--- src/gbdf_pkg.sv ---
// ----------------------------------------------------------------------------
// gbdf_pkg
// Shared types and constants of the grid distance-field block: item kinds,
// neighbour directions and the command and status bundles between the
// controller and the datapath.
// ----------------------------------------------------------------------------
package gbdf_pkg;

    // field widths fixed by the item format
    localparam int COORD_W = 6;
    localparam int DIST_W  = 12;
    localparam logic [DIST_W-1:0] DIST_MAX = 12'd4095;

    // item kinds
    localparam logic [1:0] KIND_SET    = 2'd0;
    localparam logic [1:0] KIND_SEARCH = 2'd1;
    localparam logic [1:0] KIND_READ   = 2'd2;
    localparam logic [1:0] KIND_NONE   = 2'd3;

    // neighbour visiting order
    localparam logic [1:0] DIR_DOWN  = 2'd0;
    localparam logic [1:0] DIR_UP    = 2'd1;
    localparam logic [1:0] DIR_LEFT  = 2'd2;
    localparam logic [1:0] DIR_RIGHT = 2'd3;

    // controller to datapath commands
    typedef struct packed {
        logic clr_step;
        logic vclr_step;
        logic take_item;
        logic obs_write;
        logic dist_read;
        logic start_search;
        logic level_adv;
        logic pop_read;
        logic cell_load;
        logic nbr_read;
        logic nbr_check;
        logic nbr_next;
        logic out_load;
    } gbdf_cmd_t;

    // datapath to controller status
    typedef struct packed {
        logic       sweep_last;
        logic [1:0] kind;
        logic       oob;
        logic       q_empty;
        logic       lvl_end;
        logic       nbr_in;
        logic       d_last;
        logic       out_free;
    } gbdf_stat_t;

endpackage

--- src/gbdf_ctrl.sv ---
// ----------------------------------------------------------------------------
// gbdf_ctrl
// Sequencer of the distance-field block: reset sweep, item dispatch,
// visited clear, level-by-level search loop and result hand-off.
// ----------------------------------------------------------------------------
module gbdf_ctrl
    import gbdf_pkg::*;
(
    input  logic       clk,
    input  logic       rst_n,
    input  logic       in_valid,
    output logic       in_stall,
    input  gbdf_stat_t stat,
    output gbdf_cmd_t  cmd
);

    typedef enum logic [3:0] {
        S_CLEAR,
        S_IDLE,
        S_DISP,
        S_VCLR,
        S_START,
        S_POP,
        S_CELL,
        S_NRD,
        S_NCHK,
        S_RESP
    } state_t;

    state_t state_reg, state_next;
    logic   in_stall_reg;

    // next state and commands
    always_comb
    begin
        state_next = state_reg;
        cmd        = '0;
        case (state_reg)
            S_CLEAR:
            begin
                cmd.clr_step = 1'b1;
                if (stat.sweep_last)
                    state_next = S_IDLE;
            end
            S_IDLE:
            begin
                if (in_valid)
                begin
                    cmd.take_item = 1'b1;
                    state_next    = S_DISP;
                end
            end
            S_DISP:
            begin
                if (stat.kind == KIND_NONE || stat.oob)
                    state_next = S_RESP;
                else if (stat.kind == KIND_SET)
                begin
                    cmd.obs_write = 1'b1;
                    state_next    = S_RESP;
                end
                else if (stat.kind == KIND_SEARCH)
                    state_next = S_VCLR;
                else
                begin
                    cmd.dist_read = 1'b1;
                    state_next    = S_RESP;
                end
            end
            S_VCLR:
            begin
                cmd.vclr_step = 1'b1;
                if (stat.sweep_last)
                    state_next = S_START;
            end
            S_START:
            begin
                cmd.start_search = 1'b1;
                state_next       = S_POP;
            end
            S_POP:
            begin
                if (stat.q_empty)
                    state_next = S_RESP;
                else if (stat.lvl_end)
                    cmd.level_adv = 1'b1;
                else
                begin
                    cmd.pop_read = 1'b1;
                    state_next   = S_CELL;
                end
            end
            S_CELL:
            begin
                cmd.cell_load = 1'b1;
                state_next    = S_NRD;
            end
            S_NRD:
            begin
                if (stat.nbr_in)
                begin
                    cmd.nbr_read = 1'b1;
                    state_next   = S_NCHK;
                end
                else
                begin
                    cmd.nbr_next = 1'b1;
                    if (stat.d_last)
                        state_next = S_POP;
                end
            end
            S_NCHK:
            begin
                cmd.nbr_check = 1'b1;
                cmd.nbr_next  = 1'b1;
                state_next    = stat.d_last ? S_POP : S_NRD;
            end
            S_RESP:
            begin
                if (stat.out_free)
                begin
                    cmd.out_load = 1'b1;
                    state_next   = S_IDLE;
                end
            end
            default:
            begin
                state_next = S_IDLE;
            end
        endcase
    end

    // state and registered stall
    always_ff @(posedge clk or negedge rst_n)
    begin
        if (!rst_n)
        begin
            state_reg    <= S_CLEAR;
            in_stall_reg <= 1'b1;
        end
        else
        begin
            state_reg    <= state_next;
            in_stall_reg <= (state_next != S_IDLE);
        end
    end

    assign in_stall = in_stall_reg;

endmodule

--- config.mk ---
export PLATFORM = sky130hd
export DESIGN_NAME = gbdf_ctrl
export DESIGN_NICKNAME = d
export VERILOG_FILES = /design/src/gbdf_pkg.sv /design/src/gbdf_ctrl.sv
export SDC_FILE = /design/constraint.sdc
export NUM_CORES = 1
export LEC_CHECK = 0
export BUFFER_PORTS_ARGS = -buffer_cell sky130_fd_sc_hd__buf_2
export CORE_MARGIN = 3
export CORE_UTILIZATION = 39
export DETAILED_ROUTE_END_ITERATION = 8
export GPL_ROUTABILITY_DRIVEN = 0
export PLACE_DENSITY = 0.73
export SLEW_MARGIN = 20
export SYNTH_ARGS = -nofsm -noshare
export SYNTH_HDL_FRONTEND = slang
export SYNTH_SLANG_ARGS = --single-unit
--- constraint.sdc ---
create_clock -name clk -period 1.8 [get_ports clk]
set_clock_uncertainty 0.1 [all_clocks]
set_input_delay 0.36 -clock clk [delete_from_list [all_inputs] [get_ports clk]]
set_output_delay 0.36 -clock clk [all_outputs]
set_load 0.02 [all_outputs]
==> results of run 1 <==
logic make-up after synthesis:
group | Yosys count | share of synthesized area
and+or+nand+nor | 33 | 0.4819
AOI/OAI and AO/OA | 11 | 0.1566
buffers and inverters | 8 | 0.09639
muxes | 1 | 0.02169
DFF | 5 | 0.2434
what timing repair did:
action                                  CTS
pin swaps                                 7
hold buffers                              1
endpoints found under the hold margin     5
gates resized for setup                  23
buffers inserted                          9
endpoints found under the setup margin   13
Yosys cell counts:
cell / count
dfrtp_1: 4
nor4_1: 4
nor4b_1: 4
nand3_1: 3
or4b_1: 3
a21oi_1: 2
buf_6: 2
clkbuf_1: 2
inv_1: 2
nand3b_1: 2
nor2_1: 2
nor2b_1: 2
nor3_1: 2
o21ai_0: 2
o21bai_1: 2
o32a_1: 2
or2b_2: 2
or4b_4: 2
or4bb_1: 2
a2111oi_0: 1
a211o_1: 1
a32oi_1: 1
and3_1: 1
buf_2: 1
buf_4: 1
dfstp_2: 1
mux2_1: 1
nand2_1: 1
nand2b_1: 1
nor3b_1: 1
or3b_2: 1
through the flow:
| step | cell area [sq um] | setup WS [ps] | std cells | setup TNS [ps] |
|---|---|---|---|---|
| 2_1_floorplan | 586.8 | -169.4 | 58 | -381.9 |
| 3_3_place_gp | 799.5 | -132.5 | 106 | -268.7 |
| 3_5_place_dp | 799.5 | -150.6 | 106 | -337.7 |
| 4_1_cts | 992.2 | -303.1 | 120 | -2167 |
==> metrics.txt, run 1 <==
Synth Register Bits 5; Rows 12; quantity of I/O buffers inserted on ports 25; clk root buf clkbuf_4; overall die width 42.49 um; synthesized area 519.2 sq um; synthesized area per cell 8.953 sq um; # IOs 26; post-synth top area share 0.1928; DPL Wire Length roughly 1.2 mm; Die Span Y 42.49 um; largest net degree at the start of global routing 13; CTS Buffer Depth 2; Synth area leaders dfrtp_1 (19%), nor4b_1 (6.7%), or4b_1 (5.8%), or4b_4 (5.3%), dfstp_2 (5.1%); worst setup endpoint GRT cmd[8]; worst ep type top-level output; Starting Density 0.4434; sequential share of the synthesized area 0.2434; largest area contributor in the netlist dfrtp_1; CTS sink cnt 5; Synth cell types 31; htree depth 1; Post-Syn Nets 70; Failed at global routing; cells after synthesis 58; outcome did not finish; TritonCTS buffer count 3; yosys warns 0; Run Error [ERROR DPL-0038] Utilization greater than 100%, impossible to legalize
==> run 2: changes to the inputs <==
--- a/config.mk
+++ b/config.mk
@@ -6,11 +6,11 @@
 export NUM_CORES = 1
 export LEC_CHECK = 0
 export BUFFER_PORTS_ARGS = -buffer_cell sky130_fd_sc_hd__buf_2
-export CORE_MARGIN = 3
-export CORE_UTILIZATION = 39
+export CORE_AREA = 3 3 64 66
 export DETAILED_ROUTE_END_ITERATION = 8
+export DIE_AREA = 0 0 67 69
 export GPL_ROUTABILITY_DRIVEN = 0
-export PLACE_DENSITY = 0.73
+export PLACE_DENSITY_LB_ADDON = 0.15
 export SLEW_MARGIN = 20
 export SYNTH_ARGS = -nofsm -noshare
 export SYNTH_HDL_FRONTEND = slang
==> constraint.sdc (replaced) <==
create_clock -name clk -period 2.3 [get_ports clk]
set_clock_uncertainty 0.1 [all_clocks]
set_input_delay 0.46 -clock clk [delete_from_list [all_inputs] [get_ports clk]]
set_output_delay 0.46 -clock clk [all_outputs]
set_load 0.02 [all_outputs]
==> run 2 against run 1 <==
The flow now finishes without violations. Area after synthesis stayed put. Synthesized cell count stayed put.
==> metrics.txt, run 2 <==
largest area contributor in the netlist dfrtp_1; die area roughly 4600 sq um; Startpoint Class flip-flop; Final ANT Viol Nets 0; most common library cells after synthesis dfrtp_1 (4), nor4_1 (4), nor4b_1 (4); Worst Hold Margin 482.1 ps; simple-gate share of the synthesized area 0.4819; CP Data Required Time 1740 ps; CP arrival between 1500 and 2000 ps; cells after synthesis 58; Max-cap violations 0; CP bufs+invs 2; routed wire length about 1.9 mm; quantity of I/O buffers inserted on ports 25; Synth area leaders dfrtp_1 (19%), nor4b_1 (6.7%), or4b_1 (5.8%), or4b_4 (5.3%), dfstp_2 (5.1%); Synth cell types 31; via/cell ratio 4.426; most common cell after layout, fill and taps aside buf_2; post-synth top area share 0.1928; CTS tree built; Setup violations, final 0; post-CTS setup buffer count 0; Synth Register Bits 5; Rows 22; EDFF count, synth 0; maximum vdd drop 234.6 uV; initial antenna violation count 0; TritonCTS buffer count 3; antenna diode count 0; Starting Density 0.1429; async set-reset flop share out of synthesis 1.000; outcome finished, final reports clean; crit-path max FO 16; family with the most delay on the worst path simple AND/OR/NAND/NOR gates; ys flop type dfrtp_1; CTS sink cnt 5; Tcrit/Tclk final 0.9815; Compound-Gate Fraction of Synth Area 0.1566; Clock Latency Late Sink approximately 220 ps; Final nets approximately 100; RR Startpoint state_reg[1]; largest net degree at the start of global routing 17; Fmax achieved 443.0 MHz; synthesized area about 520 sq um; Core Area between 3000 and 4000 sq um; Slew Limit Fails 0; Die Span Y 69 um; Synth Area in Adders 0; dpl cells 131; fin cells 136; # IOs 26; GR Util All Layers 0.08412; Final Util 0.2231; WS Path Type flip-flop to output port; Reg clk slew, reported paths roughly 40 ps; Max-slew headroom 0.7429; Area Growth Syn to Fin 56.14%; mux share of post-synthesis cell area 0.02169; Largest stage delay, worst path 540 ps; first-pass GRT wire length 2.980 mm; remaining global-route overflow 0; worst min-delay path class input port to async pin; yosys warns 0; most frequent cells in the layout buf_2 (24), buf_4 (6), or4b_1 (3), nand3_1 (3), clkbuf_8 (3); vias in the first global route 586; CTS Buffer Depth 2; RSZ-0062 raised after global routing true; sequential share of the synthesized area 0.2434; leakage 0.3501 nW; XOR/XNOR share of the synthesized area 0; Crit. End Element output port; DR pass1 iterations 4; CP max stage cell or4b_4; Pwr Density 1137 nW/um^2; Post-Syn Nets 70; # fillers 420; largest family of logic cells by synthesized area simple AND/OR/NAND/NOR gates; total number of vias 602; Iteration-0 DRC Markers 15; overall die width 67 um; drt wl/cell 13.72 um; crit path from state_reg[2]; Period minus WS final between 2000 and 2500 ps; worst path cell trace buf_6, or4b_4, nor4b_4, buf_4; share of layout cells above drive strength 1 0.5341; Hold Vio Cnt, Final 0; Largest register FFs 4; synthesized area per cell slightly below 9 sq um; # DRC 0; DPL Wire Length 1.450 mm; clk root buf clkbuf_8; htree depth 1; measured slew at the worst slew-check pin roughly 380 ps
## run 2: layer usage
metal	GRT usage	wire length, um	part of all wire
met5	0	0	0
met4	0.02703	8	0.0043
met3	0.01466	115	0.062
met2	0.1190	848	0.45
met1	0.1264	893	0.48
## run 2: kinds of logic after synthesis
family | Yosys count
buffers and inverters | 8
multiplexers | 1
AND/OR/NAND/NOR | 33
flip-flops | 5
AO/OA/AOI/OAI | 11
## run 2: final cells by class
cell class                 count  area (sq um)  share of cell area
tap                           48         60.06             0.07407
multi-input combinational     45         382.9              0.4722
timing repair buffer          32         186.4              0.2299
clock buffer                   4         45.04             0.05556
inverter                       2         7.507            0.009259
sequential                     5         128.9              0.1590
## run 2: where the power goes
part / internal (mW) / switching, mW / leakage, nW
registers: 0.138 / 0.0618 / 0.0591
clock network: 0.119 / 0.0399 / 0.0228
logic: 0.257 / 0.306 / 0.268
## run 2: worst paths after layout
kind                           endpoint  slack, ps  cells past startpoint
max reg2reg                    in_stall        240                      4
min reg2reg                state_reg[2]        570                      1
max                              cmd[8]         40                      4
max in group asynchronous      in_stall       1400                      2
min in group clk           state_reg[3]        480                      3
min                        state_reg[2]        480                      2
## run 2: stage by stage
stage                     setup slack, ps  TNS [ps]  area, sq um  power, mW
after floorplan                     64.28         0        525.5     0.5734
after global placement              154.4         0        713.2     0.7462
after detailed placement            144.9         0        713.2     0.7410
after CTS                           5.123         0        774.5     0.9097
after global routing               -37.13    -37.13        810.8      1.014
final                               42.66         0        810.8     0.9217
## run 2: what timing repair did
action,4_1_cts,5_1_grt
setup endpoints to repair,1,6
gates cloned,0,0
hold endpoints to repair,4,0
hold buffers,1,0
resized for setup,1,8
Power figures use the tool's default switching activity.
==> run 3: changes to the inputs <==
--- a/config.mk
+++ b/config.mk
@@ -6,11 +6,14 @@
 export NUM_CORES = 1
 export LEC_CHECK = 0
 export BUFFER_PORTS_ARGS = -buffer_cell sky130_fd_sc_hd__buf_2
+export CELL_PAD_IN_SITES_DETAIL_PLACEMENT = 1
+export CELL_PAD_IN_SITES_GLOBAL_PLACEMENT = 1
 export CORE_AREA = 3 3 64 66
 export DETAILED_ROUTE_END_ITERATION = 8
 export DIE_AREA = 0 0 67 69
 export GPL_ROUTABILITY_DRIVEN = 0
 export PLACE_DENSITY_LB_ADDON = 0.15
+export SETUP_SLACK_MARGIN = 0.5
 export SLEW_MARGIN = 20
 export SYNTH_ARGS = -nofsm -noshare
 export SYNTH_HDL_FRONTEND = slang
==> run 3 against run 2 <==
Via count increased by 8.0%. Setup slack better by 91 ps. Sequential cell count did not move. Total power increased by 48%. Non-clock buffer count rose by 14. Die area did not move. Critical path depth decreased by 1. Combinational power rose by 81%. First-iteration DRC count down 67%. Fmax is 4.2% higher. Final cell count up 10%. Critical path type unchanged.
==> metrics.txt, run 3 (synthesis results as in run 2) <==
outcome finished, final reports clean; vias in the first global route 739; initial antenna violation count 0; CTS Buffer Depth 2; largest net degree at the start of global routing 11; measured slew at the worst slew-check pin 362.5 ps; Seq pwr share 0.135; via/cell ratio 4.333; CP bufs+invs 1; Setup violations, final 0; # IOs 26; Largest register FFs 4; # fillers about 430; crit-path max FO 4; remaining global-route overflow 0; reg-to-reg endpoint in_stall; setup tns final 0 ps; overall power 1.365 mW; Period minus WS final 2167 ps; GR Util All Layers 0.1106; most common cell after layout, fill and taps aside buf_4; internal power around 0.8 mW; Largest stage delay, worst path 570 ps; antenna diode count 0; maximum vdd drop 338.1 uV; share of layout cells above drive strength 1 0.7255; register area approximately 130 sq um; first-pass GRT wire length 3.857 mm; Tcrit/Tclk final 0.9420; most frequent cells in the layout buf_4 (19), buf_6 (13), buf_2 (12); Slew Limit Fails 0; worst min-delay path class input port to async pin; drt wl/cell about 15 um; Pwr Density 1206 nW/um^2; RR Startpoint state_reg[0]; Final ANT Viol Nets 0; CP max stage cell or4b_4; Die Span Y 69 um; CP Data Required Time 1740 ps; clk root buf clkbuf_8; Clock Latency Late Sink ~220 ps; worst path cell trace or4b_4, nor4b_4, buf_4; Fmax achieved approximately 460 MHz; Final WS setup 133.5 ps; Starting Density 0.1429; Max-cap violations 0; Final Util 0.3116; Crit. End Element output port; R2R cell count 6; CTS sink cnt 5; DR pass1 iterations 2; P_sw 0.5781 mW; CTS tree built; Worst Hold Margin 485.0 ps; Reg clk slew, reported paths 40 ps; Place WS around 210 ps; leakage between 0.4 and 0.5 nW; Area Growth Syn to Fin 118.1%; multi-input logic area 514.2 sq um; die area 4623 sq um; Hold Vio Cnt, Final 0; DPL Wire Length 1.501 mm; Final nets 115; CP arrival between 1500 and 2000 ps; family with the most delay on the worst path simple AND/OR/NAND/NOR gates; Iteration-0 DRC Markers 5; quantity of I/O buffers inserted on ports 25; Switching Share 0.4234; Cell Area, Placed 814.5 sq um; Startpoint Class flip-flop; RSZ-0062 raised after global routing true; total number of vias 650; overall die width approximately 67 um; Finished Cell Area 1132 sq um; Core Area 3633 sq um; htree depth 1; combinational power share 0.745; Clock power frac 0.120; dpl cells 131; reg-to-reg setup timing slack 160 ps; fin cells 150; routed wire length 2.234 mm; WS Path Type flip-flop to output port; Rows 22; Max-slew headroom 0.7521; # DRC 0; TritonCTS buffer count 3
run 3: cell types whose count changed in the layout (fill, tap and decap cells not counted), moves of 3 or more:
cell	previous run	this run
nor4_4	0	4
nor4b_4	1	4
buf_4	6	19
buf_6	1	13
buf_2	24	12
run 3: per-layer routing:
layer,track usage,share of wire,vias up
met2,0.1769,0.49,23
met4,0.06081,0.022,0
met1,0.1423,0.43,305
met5,0,0,-
li1,-,-,318
met3,0.009772,0.049,4
run 3: cell type report:
class                           count  share of cell area
Timing Repair Buffer               46              0.3304
Tap cell                           48             0.05304
Clock buffer                        4             0.03978
Multi-Input combinational cell     45              0.4541
Inverter                            2            0.006630
Sequential cell                     5              0.1160
run 3: power by group through the flow:
stage / Sequential [mW] / Combinational (mW) / Clock, mW
after detailed placement: 0.219 / 0.614 / 0
after floorplan: 0.170 / 0.486 / 0
after global placement: 0.220 / 0.612 / 0
after global routing: 0.192 / 1.10 / 0.180
after CTS: 0.178 / 0.873 / 0.166
final: 0.184 / 1.02 / 0.164
run 3: worst max-delay path by stage:
stage,from,end,cells after the start
after floorplan,state_reg[0],cmd[8],3
after global placement,state_reg[0],cmd[8],3
after detailed placement,state_reg[0],cmd[8],3
after CTS,state_reg[3],cmd[8],3
after global routing,state_reg[3],cmd[8],3
final,state_reg[3],cmd[8],3
run 3: timing repair:
action	4_1_cts	5_1_grt
endpoints found under the setup margin	15	16
hold endpoints to repair	4	0
cloned	1	0
pin swaps	5	10
hold buffers	1	0
setup buffers	9	4
gates resized for setup	25	20
